[config.mk]
export PLATFORM = sky130hd
export DESIGN_NAME = jitter_entropy_pool
export DESIGN_NICKNAME = d
export VERILOG_FILES = /design/src/sv/jep_pkg.sv /design/src/sv/jep_ram.sv /design/src/sv/jep_front.sv /design/src/sv/jep_back.sv /design/src/sv/jitter_entropy_pool.sv
export SDC_FILE = /design/constraint.sdc
export NUM_CORES = 1
export LEC_CHECK = 0
export ABC_CLOCK_PERIOD_IN_PS = 14100
export BUFFER_PORTS_ARGS = -buffer_cell sky130_fd_sc_hd__buf_2
export CAP_MARGIN = 0
export CORE_ASPECT_RATIO = 2
export CORE_MARGIN = 2
export CORE_UTILIZATION = 68
export CTS_CLUSTER_DIAMETER = 100
export DETAILED_ROUTE_END_ITERATION = 16
export HOLD_SLACK_MARGIN = 0.05
export PLACE_DENSITY = 0.93
export SYNTH_ARGS = -nofsm -noshare
export SYNTH_HDL_FRONTEND = slang
export SYNTH_SLANG_ARGS = --single-unit
export TNS_END_PERCENT = 1
[constraint.sdc]
create_clock -name clk -period 14.1 [get_ports clk]
set_input_delay 2.82 -clock clk [delete_from_list [all_inputs] [get_ports clk]]
set_output_delay 2.82 -clock clk [all_outputs]
set_load 0.01 [all_outputs]
[src/sv/jep_pkg.sv]
// Shared types and constants for the jitter entropy pool.
// Used by jep_front, jep_back and the top level; depends on nothing else.
package jep_pkg;

    localparam int POOL_DEPTH_DEF       = 8;
    localparam int SAMPLES_PER_WORD_DEF = 32;

    localparam int WORD_W  = 32;
    localparam int BYTE_W  = 8;
    localparam int AVAIL_W = 4;

    // Command queue between the front and the back.
    localparam int QUEUE_DEPTH = 2;

    // Shift amounts of the one-at-a-time hash.
    localparam int MIX_SHL  = 10;
    localparam int MIX_SHR  = 6;
    localparam int FIN_SHL1 = 3;
    localparam int FIN_SHR  = 11;
    localparam int FIN_SHL2 = 15;

    typedef enum logic
    {
        OP_SAMPLE = 1'b0,
        OP_READ   = 1'b1
    } op_e_t;

    typedef struct packed
    {
        op_e_t              op;
        logic [BYTE_W-1:0]  sample;
    } cmd_t;

    typedef enum logic [2:0]
    {
        BK_IDLE,
        BK_READ,
        BK_MIX,
        BK_FIN1,
        BK_FIN2
    } back_state_t;

endpackage

[src/sv/jep_ram.sv]
// Generic single-write, single-read RAM with a registered read port.
// Depends on nothing; used for the sample store and the pool words.
module jep_ram #(
    parameter int WIDTH = 8,
    parameter int DEPTH = 32
) (
    input  logic                     clk,
    input  logic                     we,
    input  logic [$clog2(DEPTH)-1:0] waddr,
    input  logic [WIDTH-1:0]         wdata,
    input  logic [$clog2(DEPTH)-1:0] raddr,
    output logic [WIDTH-1:0]         rdata
);

    logic [WIDTH-1:0] mem_reg [DEPTH];
    logic [WIDTH-1:0] rdata_reg;

    always_ff @(posedge clk)
    begin
        if (we)
        begin
            mem_reg[waddr] <= wdata;
        end
        rdata_reg <= mem_reg[raddr];
    end

    assign rdata = rdata_reg;

endmodule

[src/sv/jep_front.sv]
// Front end: takes command beats, classifies them and queues them for the back end.
// Depends on jep_pkg.
module jep_front (
    input  logic                       clk,
    input  logic                       rst_n,
    input  logic                       start,
    output logic                       busy,
    input  logic                       opcode,
    input  logic [jep_pkg::BYTE_W-1:0] sample_byte,
    output logic                       q_valid,
    output jep_pkg::cmd_t              q_cmd,
    input  logic                       q_pop
);

    localparam int PTR_W = $clog2(jep_pkg::QUEUE_DEPTH);
    localparam int CNT_W = $clog2(jep_pkg::QUEUE_DEPTH + 1);

    jep_pkg::cmd_t    q_mem_reg [jep_pkg::QUEUE_DEPTH];
    logic [PTR_W-1:0] wr_ptr_reg, wr_ptr_next;
    logic [PTR_W-1:0] rd_ptr_reg, rd_ptr_next;
    logic [CNT_W-1:0] cnt_reg, cnt_next;
    jep_pkg::cmd_t    in_cmd;
    logic             push;
    logic             pop;

    // A read request carries no sample; its byte field is cleared.
    always_comb
    begin
        in_cmd.op     = opcode ? jep_pkg::OP_READ : jep_pkg::OP_SAMPLE;
        in_cmd.sample = opcode ? '0 : sample_byte;
    end

    assign busy    = (cnt_reg == CNT_W'(jep_pkg::QUEUE_DEPTH));
    assign push    = start && !busy;
    assign q_valid = (cnt_reg != '0);
    assign pop     = q_pop && q_valid;
    assign q_cmd   = q_mem_reg[rd_ptr_reg];

    always_comb
    begin
        wr_ptr_next = wr_ptr_reg;
        rd_ptr_next = rd_ptr_reg;
        cnt_next    = cnt_reg;
        if (push)
        begin
            wr_ptr_next = (wr_ptr_reg == PTR_W'(jep_pkg::QUEUE_DEPTH - 1)) ?
                          '0 : wr_ptr_reg + PTR_W'(1);
        end
        if (pop)
        begin
            rd_ptr_next = (rd_ptr_reg == PTR_W'(jep_pkg::QUEUE_DEPTH - 1)) ?
                          '0 : rd_ptr_reg + PTR_W'(1);
        end
        if (push && !pop)
        begin
            cnt_next = cnt_reg + CNT_W'(1);
        end
        else if (pop && !push)
        begin
            cnt_next = cnt_reg - CNT_W'(1);
        end
    end

    always_ff @(posedge clk or negedge rst_n)
    begin
        if (!rst_n)
        begin
            wr_ptr_reg <= '0;
            rd_ptr_reg <= '0;
            cnt_reg    <= '0;
        end
        else
        begin
            wr_ptr_reg <= wr_ptr_next;
            rd_ptr_reg <= rd_ptr_next;
            cnt_reg    <= cnt_next;
        end
    end

    always_ff @(posedge clk)
    begin
        if (push)
        begin
            q_mem_reg[wr_ptr_reg] <= in_cmd;
        end
    end

endmodule

[src/sv/jep_back.sv]
// Back end: executes queued commands, hashes full sample blocks into the pool
// and drives the result beat. Depends on jep_pkg and jep_ram.
module jep_back #(
    parameter int POOL_DEPTH       = jep_pkg::POOL_DEPTH_DEF,
    parameter int SAMPLES_PER_WORD = jep_pkg::SAMPLES_PER_WORD_DEF
) (
    input  logic                        clk,
    input  logic                        rst_n,
    input  logic                        q_valid,
    input  jep_pkg::cmd_t               q_cmd,
    output logic                        q_pop,
    output logic                        done,
    output logic [jep_pkg::WORD_W-1:0]  random_word,
    output logic                        word_valid,
    output logic [jep_pkg::AVAIL_W-1:0] words_available
);

    localparam int PIDX_W = $clog2(POOL_DEPTH);
    localparam int FILL_W = $clog2(POOL_DEPTH + 1);
    localparam int SIDX_W = $clog2(SAMPLES_PER_WORD);
    localparam int WW     = jep_pkg::WORD_W;
    localparam int BW     = jep_pkg::BYTE_W;
    localparam int AW     = jep_pkg::AVAIL_W;

    jep_pkg::back_state_t state_reg, state_next;
    logic [SIDX_W-1:0]     count_reg, count_next;
    logic [SIDX_W-1:0]     k_reg, k_next;
    logic [PIDX_W-1:0]     head_reg, head_next;
    logic [PIDX_W-1:0]     slot_reg, slot_next;
    logic [FILL_W-1:0]     fill_reg, fill_next;
    logic [WW-1:0]         hash_reg, hash_next;
    logic [POOL_DEPTH-1:0] pvalid_reg, pvalid_next;
    logic                  done_reg, done_next;
    logic [WW-1:0]         word_reg, word_next;
    logic                  wvalid_reg, wvalid_next;
    logic [AW-1:0]         avail_reg, avail_next;

    logic [FILL_W:0]       slot_sum;
    logic [FILL_W:0]       slot_wrap;
    logic [PIDX_W-1:0]     slot_calc;
    logic [PIDX_W-1:0]     head_inc;
    logic                  pool_full;
    logic [FILL_W-1:0]     fill_after;

    logic                  samp_we;
    logic [SIDX_W-1:0]     samp_raddr;
    logic [BW-1:0]         samp_rdata;
    logic                  pool_we;
    logic [PIDX_W-1:0]     pool_raddr;
    logic [WW-1:0]         pool_rdata;

    logic [WW-1:0]         h_in;
    logic [WW-1:0]         mix_a, mix_b, mix_c;
    logic [WW-1:0]         fin_b, fin_c, fin_d;

    jep_ram #(.WIDTH(BW), .DEPTH(SAMPLES_PER_WORD)) u_samples (
        .clk   (clk),
        .we    (samp_we),
        .waddr (count_reg),
        .wdata (q_cmd.sample),
        .raddr (samp_raddr),
        .rdata (samp_rdata)
    );

    jep_ram #(.WIDTH(WW), .DEPTH(POOL_DEPTH)) u_pool (
        .clk   (clk),
        .we    (pool_we),
        .waddr (slot_reg),
        .wdata (fin_d),
        .raddr (pool_raddr),
        .rdata (pool_rdata)
    );

    // Next free slot: head plus fill stays below twice the depth.
    assign slot_sum  = (FILL_W+1)'(head_reg) + (FILL_W+1)'(fill_reg);
    assign slot_wrap = (slot_sum >= (FILL_W+1)'(POOL_DEPTH)) ?
                       slot_sum - (FILL_W+1)'(POOL_DEPTH) : slot_sum;
    assign slot_calc = slot_wrap[PIDX_W-1:0];
    assign head_inc  = (head_reg == PIDX_W'(POOL_DEPTH - 1)) ? '0 : head_reg + PIDX_W'(1);
    assign pool_full = (fill_reg == FILL_W'(POOL_DEPTH));
    assign fill_after = pool_full ? fill_reg : fill_reg + FILL_W'(1);

    // A slot never written is read as zero, through its cleared valid bit.
    assign h_in  = (k_reg == '0) ? (pvalid_reg[slot_reg] ? pool_rdata : '0) : hash_reg;
    assign mix_a = h_in + {{(WW-BW){1'b0}}, samp_rdata};
    assign mix_b = mix_a + (mix_a << jep_pkg::MIX_SHL);
    assign mix_c = mix_b ^ (mix_b >> jep_pkg::MIX_SHR);
    assign fin_b = hash_reg + (hash_reg << jep_pkg::FIN_SHL1);
    assign fin_c = fin_b ^ (fin_b >> jep_pkg::FIN_SHR);
    assign fin_d = hash_reg + (hash_reg << jep_pkg::FIN_SHL2);

    always_comb
    begin
        state_next  = state_reg;
        count_next  = count_reg;
        k_next      = k_reg;
        head_next   = head_reg;
        slot_next   = slot_reg;
        fill_next   = fill_reg;
        hash_next   = hash_reg;
        pvalid_next = pvalid_reg;
        done_next   = 1'b0;
        word_next   = '0;
        wvalid_next = 1'b0;
        avail_next  = avail_reg;
        q_pop       = 1'b0;
        samp_we     = 1'b0;
        samp_raddr  = '0;
        pool_we     = 1'b0;
        pool_raddr  = head_reg;

        unique case (state_reg)
            jep_pkg::BK_IDLE:
            begin
                // The pool read is issued here for a pop or for the mix seed.
                pool_raddr = (q_cmd.op == jep_pkg::OP_READ) ? head_reg : slot_calc;
                if (q_valid)
                begin
                    q_pop = 1'b1;
                    if (q_cmd.op == jep_pkg::OP_READ)
                    begin
                        if (fill_reg != '0)
                        begin
                            state_next = jep_pkg::BK_READ;
                        end
                        else
                        begin
                            done_next  = 1'b1;
                            avail_next = AW'(fill_reg);
                        end
                    end
                    else
                    begin
                        samp_we = 1'b1;
                        if (count_reg == SIDX_W'(SAMPLES_PER_WORD - 1))
                        begin
                            count_next = '0;
                            slot_next  = slot_calc;
                            k_next     = '0;
                            state_next = jep_pkg::BK_MIX;
                        end
                        else
                        begin
                            count_next = count_reg + SIDX_W'(1);
                            done_next  = 1'b1;
                            avail_next = AW'(fill_reg);
                        end
                    end
                end
            end

            jep_pkg::BK_READ:
            begin
                done_next   = 1'b1;
                word_next   = pool_rdata;
                wvalid_next = 1'b1;
                head_next   = head_inc;
                fill_next   = fill_reg - FILL_W'(1);
                avail_next  = AW'(fill_reg - FILL_W'(1));
                state_next  = jep_pkg::BK_IDLE;
            end

            jep_pkg::BK_MIX:
            begin
                // Prefetch the next byte; the wrap on the last step is unused.
                samp_raddr = k_reg + SIDX_W'(1);
                hash_next  = mix_c;
                k_next     = k_reg + SIDX_W'(1);
                if (k_reg == SIDX_W'(SAMPLES_PER_WORD - 1))
                begin
                    state_next = jep_pkg::BK_FIN1;
                end
            end

            jep_pkg::BK_FIN1:
            begin
                hash_next  = fin_c;
                state_next = jep_pkg::BK_FIN2;
            end

            jep_pkg::BK_FIN2:
            begin
                pool_we               = 1'b1;
                pvalid_next[slot_reg] = 1'b1;
                fill_next             = fill_after;
                if (pool_full)
                begin
                    head_next = head_inc;
                end
                done_next  = 1'b1;
                avail_next = AW'(fill_after);
                state_next = jep_pkg::BK_IDLE;
            end

            default:
            begin
                state_next = jep_pkg::BK_IDLE;
            end
        endcase
    end

    always_ff @(posedge clk or negedge rst_n)
    begin
        if (!rst_n)
        begin
            state_reg  <= jep_pkg::BK_IDLE;
            count_reg  <= '0;
            head_reg   <= '0;
            fill_reg   <= '0;
            pvalid_reg <= '0;
            done_reg   <= 1'b0;
        end
        else
        begin
            state_reg  <= state_next;
            count_reg  <= count_next;
            head_reg   <= head_next;
            fill_reg   <= fill_next;
            pvalid_reg <= pvalid_next;
            done_reg   <= done_next;
        end
    end

    always_ff @(posedge clk)
    begin
        k_reg      <= k_next;
        slot_reg   <= slot_next;
        hash_reg   <= hash_next;
        word_reg   <= word_next;
        wvalid_reg <= wvalid_next;
        avail_reg  <= avail_next;
    end

    assign done            = done_reg;
    assign random_word     = word_reg;
    assign word_valid      = wvalid_reg;
    assign words_available = avail_reg;

    a_fill_bound: assert property (@(posedge clk) disable iff (!rst_n)
        fill_reg <= FILL_W'(POOL_DEPTH))
        else $error("pool fill count exceeds pool depth");

    a_done_source: assert property (@(posedge clk) disable iff (!rst_n)
        done_reg |-> ($past(state_reg) == jep_pkg::BK_IDLE ||
                      $past(state_reg) == jep_pkg::BK_READ ||
                      $past(state_reg) == jep_pkg::BK_FIN2))
        else $error("result beat raised from a hashing state");

    a_valid_from_read: assert property (@(posedge clk) disable iff (!rst_n)
        (done_reg && wvalid_reg) |-> ($past(state_reg) == jep_pkg::BK_READ))
        else $error("valid word reported without a pool pop");

    a_pop_written: assert property (@(posedge clk) disable iff (!rst_n)
        (state_reg == jep_pkg::BK_READ) |-> pvalid_reg[head_reg])
        else $error("pop from a pool slot that was never written");

    a_fin_done: assert property (@(posedge clk) disable iff (!rst_n)
        (state_reg == jep_pkg::BK_FIN2) |=> (done_reg && state_reg == jep_pkg::BK_IDLE))
        else $error("finished hash did not produce a result beat");

endmodule

[src/sv/jitter_entropy_pool.sv]
// Jitter entropy pool: a sample byte or read request goes in per command beat,
// and one result beat comes out per command.
// Top level; depends on jep_pkg, jep_front, jep_back and jep_ram.
//
// Usage:
//   A command beat is taken at a rising edge with start high and busy low.
//   opcode 0 delivers a jitter sample byte, opcode 1 asks for one pool word.
//   Every command yields exactly one result beat, with done high for one
//   cycle; the receiver must take it then, as there is no way to hold it.
//   A two-entry command queue sits between the front and the back, so busy
//   only rises when two commands are already waiting.
// From acceptance to done, a command passes the queue and then the back end:
//   a sample that does not complete a block or an empty read is answered from idle,
//   a read that pops a word passes the pool read state,
//   the sample that completes a block runs one hash step per cycle over the
//   stored bytes in the back end, then two finishing steps. Commands are
//   executed one at a time.
// Reset clears the sample count, the pool head and fill and the pool-slot
// valid bits, so every pool word reads as zero until it is first mixed.
module jitter_entropy_pool #(
    parameter int POOL_DEPTH       = jep_pkg::POOL_DEPTH_DEF,
    parameter int SAMPLES_PER_WORD = jep_pkg::SAMPLES_PER_WORD_DEF
) (
    input  logic                        clk,
    input  logic                        rst_n,
    input  logic                        start,
    output logic                        busy,
    input  logic                        opcode,
    input  logic [jep_pkg::BYTE_W-1:0]  sample_byte,
    output logic                        done,
    output logic [jep_pkg::WORD_W-1:0]  random_word,
    output logic                        word_valid,
    output logic [jep_pkg::AVAIL_W-1:0] words_available
);

    logic          q_valid;
    logic          q_pop;
    jep_pkg::cmd_t q_cmd;

    jep_front u_front (
        .clk         (clk),
        .rst_n       (rst_n),
        .start       (start),
        .busy        (busy),
        .opcode      (opcode),
        .sample_byte (sample_byte),
        .q_valid     (q_valid),
        .q_cmd       (q_cmd),
        .q_pop       (q_pop)
    );

    jep_back #(
        .POOL_DEPTH       (POOL_DEPTH),
        .SAMPLES_PER_WORD (SAMPLES_PER_WORD)
    ) u_back (
        .clk             (clk),
        .rst_n           (rst_n),
        .q_valid         (q_valid),
        .q_cmd           (q_cmd),
        .q_pop           (q_pop),
        .done            (done),
        .random_word     (random_word),
        .word_valid      (word_valid),
        .words_available (words_available)
    );

endmodule
### Word-level counts from Yosys, hierarchy flattened

Memories as Yosys holds them, arrays and structs flattened. A register that Yosys moved wholly into a read port is not among the register bits.
Cells that the tools add are included.

* register bits after elaboration: 105
* RAM bits: 530
* input bits: 12
* output and inout port bits: 39
* logic and storage cells: 138
* memories kept: 3

Memory list
* u_back.u_pool.mem_reg: depth 8, width 32, read ports 1, clocked after memory_dff 1, wr ports 1, line jep_ram.sv:15 `logic [WIDTH-1:0] mem_reg [DEPTH];`
* u_back.u_samples.mem_reg: depth 32, width 8, read ports 1, clocked after memory_dff 1, wr ports 1, line jep_ram.sv:15
* u_front.q_mem_reg: depth 2, width 9, read ports 1, clocked after memory_dff 0, wr ports 1, line jep_front.sv:18 `jep_pkg::cmd_t q_mem_reg [jep_pkg::QUEUE_DEPTH];`

* add/subtract/negate cells: 15
* order comparisons: 3
* eq/ne operators: 18
* multiplexer cells: 56
* bitwise gates (word level): 4
* reduce and logical (&&, ||, !) cells: 24

Operators with widths (number)
* 32-bit adder: 3
* 32-bit two-way mux: 2
* 32-bit one-hot mux with 2 select lines: 1
* 32-bit by 8-bit adder with 32-bit output: 1
* 32-bit by 21-bit XOR with 32-bit output: 1
* 32-bit by 26-bit XOR with 32-bit output: 1
* 3-bit two-way mux: 10
* 5-bit two-way mux: 5
* 1-bit two-way mux: 22
* 4-bit two-way mux: 5
* 4-bit AND reduction: 4
* 4-bit one-hot mux with 3 select lines: 1
* 5-bit by 1-bit adder with 5-bit output, second input constant: 2
* 5-bit == test, second input constant: 2
* 5-bit one-hot mux with 2 select lines: 1
* 2-bit nonzero test: 5
* 3-bit one-hot mux with 3 select lines: 1
* 8-bit two-way mux: 1
* 8-bit bitwise OR: 1
* 4-bit one-hot mux with 2 select lines: 1
* 3-bit by 2-bit == test with 1-bit output, second input constant: 2
* 3-bit == test, second input constant: 2
* 2-bit by 1-bit inequality test with 1-bit output, second input constant: 3
* 3-bit by 2-bit inequality test with 1-bit output, second input constant: 2
* other kinds (31): 41

### Longest topological paths before layout

* word-level depth: 8
* gate-level depth with buffers: 35
* gate-level depth less buffers: 31

### Modules after synthesis

A second synthesis with hierarchy kept.

* cell total of the unflattened synthesis: 1856
* area total of the unflattened synthesis: 30116.4 um^2

By module, submodules not included
* jep_ram at u_back.u_pool: instances 1, cells each 415, area each 10466.3 um^2, sequential area each 8328.0 um^2
* jep_ram at u_back.u_samples: instances 1, cells each 417, area each 10053.4 um^2, sequential area each 7847.5 um^2
* jep_back: instances 1, cells each 969, area each 8694.6 um^2, sequential area each 2582.5 um^2
* jep_front: instances 1, cells each 55, area each 902.1 um^2, sequential area each 640.6 um^2

### Worst setup path after synthesis

OpenSTA, ideal clock, no wires.

* path type: reg2reg
* from: register u_back.k_reg[0]
* to: register u_back.hash_reg[24], data pin
* setup time: 0.269 ns
* arrival: 6.614 ns
* required time: 13.831 ns
* slack: 7.217 ns
* cell stages (with the launch flop): 36
* path buffers: 5
* clock period less this slack: 6.883 ns
* cell sequence: edfxtp_1 > clkbuf_1 > inv_1 > ha_1 > or4b_1 > buf_2 > clkbuf_1 > clkbuf_1 > clkbuf_1 > a22o_1 > ha_1 > fa_1 > nand3_1 > nand2_1 > a31o_2 > a21oi_1 > o21ai_0 > o21ai_1 > nor2b_1 > a21oi_1 > o22ai_1 > nor2b_1 > ha_1 > nor2b_1 > o21a_1 > o21ai_0 > a211oi_1 > o2111ai_1 > nand3_1 > a31oi_1 > a2111oi_2 > o41ai_1 > nand2b_1 > xnor2_1 > xor2_1 > mux2i_1

* word-level cells in the longest chain between the ends: 6

RTL lines
* from (decl): line jep_back.sv:27 `logic [SIDX_W-1:0] k_reg, k_next;`
* from (signal assigned): line jep_back.sv:226 `k_reg <= k_next;`
* 5-bit logical NOT: line jep_back.sv:84 `assign h_in = (k_reg == '0) ? (pvalid_reg[slot_reg] ? pool_rdata : '0) : hash_reg;`
* 32-bit two-way mux: line jep_back.sv:84
* 32-bit by 8-bit adder with 32-bit output: line jep_back.sv:85 `assign mix_a = h_in + {{(WW-BW){1'b0}}, samp_rdata};`
* 32-bit adder: line jep_back.sv:86 `assign mix_b = mix_a + (mix_a << jep_pkg::MIX_SHL);`
* 32-bit by 26-bit XOR with 32-bit output: line jep_back.sv:87 `assign mix_c = mix_b ^ (mix_b >> jep_pkg::MIX_SHR);`
* 32-bit one-hot mux with 2 select lines: line jep_back.sv:112 `unique case (state_reg)`
* via u_back.hash_next[24]: line jep_back.sv:31 `logic [WW-1:0] hash_reg, hash_next;`
* to (signal assigned): line jep_back.sv:228 `hash_reg <= hash_next;`
* to (decl): line jep_back.sv:31

The timed path passes the listed nets, and every way through them passes these cells.
A chain may end at the register's enable or synchronous reset.

### Final worst setup path

Same ends and word-level chain as after synthesis.

==> results.py <==
metrics = {
    "sta": {
        "hold_ws_ns": 0.477,
        "post-route-min-period_ns": 8.28,
        "fin_crit_sh": 0.587,
        "fin_skew_ns": 0.0304,
        "rsz0062_at_grt": "no",
        "setup_viol": 0,
        "setup_tns_ns": 0,
        "report.final.slew_viol_count": 0,
        "fmaxAchievable_mhz": 121,
        "relSlewSlack": 0.0862,
        "hold_viol_final": 0,
        "max_slew.worst_pin.slew_ns": 1.35,
    },
    "power": {
        "clkPwrFrac": 0.228,
        "power_density_mw_per_mm2": 218,
        "peakVddDrop_mv": 0.229,
        "power_switching_w": 0.00253,
        "p_comb_frac": 0.379,
        "power.total_w": 0.00718,
        "cell_internal_pwr_w": 0.00465,
        "p_sw_frac": 0.352,
        "seqPwrFrac": 0.393,
        "power_leakage_nw": 11.6,
    },
    "cts": {
        "clock_sinks": 675,
        "ctsResizeCount": 0,
        "cts_buffer_depth": 3,
        "numCtsBuffers": 54,
        "clockRootBuffer": "clkbuf_16",
        "cts_tree": "done",
        "htreeDepth": 2,
        "cts-hold-fix-buffers": 0,
        "postCtsSetupBuffers": 0,
        "clkSlewWorstSetupHoldPaths_ns": 0.07,
        "clk_latency_ns": 0.62,
    },
    "critical_path": {
        "rrSetupSlack_ns": 5.82,
        "reg2reg_from": "u_back.k_reg[0]$_DFFE_PP_",
        "reg2reg_to": "u_back.hash_reg[24]$_DFFE_PP_",
        "cp_slowest_cell": "edfxtp_1",
        "cpPeakStageDelay_ns": 0.87,
        "critical_path_class": "reg2reg",
        "crit_top_cell": "nor2b_1",
        "critPathCaptureType": "flop",
        "crit_arrival_ns": 8.62,
        "worst_ep_required_time_ns": 14.44,
        "critical_path.max_fanout": 40,
        "r2r_cells": 33,
        "critical_path.startpoint_type": "flop",
    },
    "synthesis": {
        "async_flop_share": 0.0415,
        "synthMuxAreaShare": 0.0699,
        "synth_edf_count": 574,
        "synth_fa_ha_area_frac": 0.0398,
        "synth_ff_type": "edfxtp_1",
        "synth-xor-area-share": 0.0435,
        "ys_types": 79,
        "synth_seq_cells": 675,
        "netlist_instances": 2160,
        "syn-mean-instance-area_um2": 14.0,
        "syn_area_mm2": 0.0302,
        "synth-seq-area-share": 0.643,
        "synth-simple-area-share": 0.0910,
        "synth_top_family_by_area": "compound AO/OA/AOI/OAI gates",
        "syn_nets": 2265,
        "synth_compound_area_frac": 0.0939,
        "yosysWarnings": 0,
    },
    "floorplan": {
        "ios": 51,
        "initial_utilization": 0.685,
        "die_y_um": 302,
        "die_area_mm2": 0.0462,
        "num_rows": 109,
        "die_w_um": 153,
        "coreArea_mm2": 0.0441,
    },
    "grt": {
        "antenna_found_initial": 0,
        "grt_max_degree": 74,
        "overflow": 0,
        "grt_pass1_vias": 20100,
        "grt_pass1_wl_mm": 120,
        "gr-usage-all-layers": 0.347,
    },
    "detailed_routing": {
        "wl_per_cell_um": 28.5,
        "drt_iter0_markers": 2073,
        "viasPerCell": 6.93,
        "route.detailed.drc": 0,
        "vias": 19400,
        "routed_wl_mm": 79.7,
        "firstDrtPassIters": 6,
        "ant_nets": 0,
    },
    "final_layout": {
        "utilization": 0.748,
        "drive_gt1_frac": 0.141,
        "antenna_cells": 0,
        "layout.nets": 2301,
        "final_common_cell": "edfxtp_1",
        "mostFrequentLayoutCells": "574 x edfxtp_1, 216 x nand2_1, 107 x nor2_1",
        "area_growth_pct": 9.19,
    },
    "min_path": {
        "min_delay_path_depth": 1,
        "hold_class": "reg2reg",
        "hold_start": "u_back.u_pool.rdata[2]$_DFF_P_",
        "hold_end": "u_back.random_word[2]$_SDFF_PN0_",
    },
    "outcome": {
        "status": "finished clean",
    },
    "placement": {
        "dp_hpwl_mm": 53.7,
        "portBuffers": 50,
        "gp_congestion": 0.965,
    },
    "job": {
        "cap_violations": 0,
    },
}
==> power groups by stage <==
stage                     clock, W  sequential, W  combinational (W)
final                      0.00163        0.00282            0.00272
after global routing       0.00171        0.00283            0.00290
after CTS                  0.00164        0.00281            0.00269
after detailed placement         0        0.00285            0.00264
after global placement           0        0.00284            0.00253
after floorplan                  0        0.00274            0.00195
==> final cells by class <==
type | instances | area (um2)
multi-input cells | 1338 | 10300
fillers | 2497 | 11100
well taps | 555 | 694
repair buffers | 76 | 445
flip-flops and latches | 675 | 19400
clock inverters | 38 | 469
clock buffers | 63 | 1450
inverters | 51 | 191
==> cell families after synthesis <==
kind of cell,after synthesis
DFF,675
AOI/OAI and AO/OA,399
and+or+nand+nor,573
muxes,125
adders and majority gates,93
buffers and inverters,147
xor gates and xnor gates,148
==> metal layers <==
metal	vias up	wire length, um	track usage
met5	-	0	0
met4	0	7310	0.263
met3	391	5410	0.0489
met2	1162	42000	0.624
met1	9551	25000	0.366
li1	8282	-	-
==> Yosys cell counts, types with 4 or more instances <==
library cell / n / area [um2]
nand3_1: 66 / 330
nor2b_1: 45 / 282
a211oi_1: 32 / 240
nor4_1: 4 / 25.0
a21o_1: 30 / 225
mux2i_1: 16 / 160
o21bai_1: 7 / 52.6
ha_1: 88 / 1100
a311oi_1: 41 / 359
nand4_1: 4 / 25.0
o21ai_0: 51 / 255
nor2_1: 109 / 409
o22ai_1: 4 / 25.0
or2_2: 8 / 50.1
nor3_1: 18 / 90.1
a31oi_1: 16 / 100
mux4_2: 64 / 1440
xor2_1: 47 / 412
o31ai_1: 16 / 120
dfxtp_1: 73 / 1460
inv_1: 48 / 180
o221ai_1: 34 / 298
and2_1: 41 / 257
a21boi_0: 5 / 37.5
o21ai_1: 13 / 65.1
a21oi_1: 79 / 395
edfxtp_1: 574 / 17200
nand2b_1: 13 / 81.3
nand2_1: 217 / 815
fa_1: 5 / 100
a22o_1: 16 / 140
mux2_2: 43 / 484
xnor2_1: 99 / 867
o211ai_1: 5 / 37.5
o311ai_0: 7 / 61.3
clkbuf_1: 78 / 293
dfrtp_1: 28 / 701
nand3b_1: 7 / 52.6
o21a_1: 10 / 75.1
buf_1: 14 / 52.6
and3_1: 23 / 144
==> per-stage QoR <==
step / std cells / setup slack, ns / area [um2]
CTS: 2796 / 5.86 / 32900
detailed placement: 2695 / 5.92 / 31000
global placement: 2695 / 6.10 / 31000
finish: 2796 / 5.82 / 32900
floorplan: 2160 / 7.22 / 30200
global route: 2796 / 5.27 / 32900
==> worst max-delay path by stage <==
stage | from | endpoint | slack [ns] | cells after the start
global placement | u_back.k_reg[0]$_DFFE_PP_ | u_back.hash_reg[24]$_DFFE_PP_ | 6.10 | 33
floorplan | u_back.k_reg[0]$_DFFE_PP_ | u_back.hash_reg[24]$_DFFE_PP_ | 7.22 | 35
finish | u_back.k_reg[0]$_DFFE_PP_ | u_back.hash_reg[24]$_DFFE_PP_ | 5.82 | 33
CTS | u_back.k_reg[0]$_DFFE_PP_ | u_back.hash_reg[24]$_DFFE_PP_ | 5.86 | 33
detailed placement | u_back.k_reg[0]$_DFFE_PP_ | u_back.hash_reg[24]$_DFFE_PP_ | 5.92 | 33
global route | u_back.k_reg[0]$_DFFE_PP_ | u_back.hash_reg[24]$_DFFE_PP_ | 5.27 | 33
==> critical path: cells and delay by family, from the launching register on <==
kind	cells	cell delay (ns)
adders and majority gates	4	0.96
buffers and inverters	3	0.94
and+or+nand+nor	9	1.81
xor gates and xnor gates	2	0.45
AOI/OAI and AO/OA	14	2.82
muxes	1	0.10
DFF	1	0.87
Power figures use the tool's default switching activity.
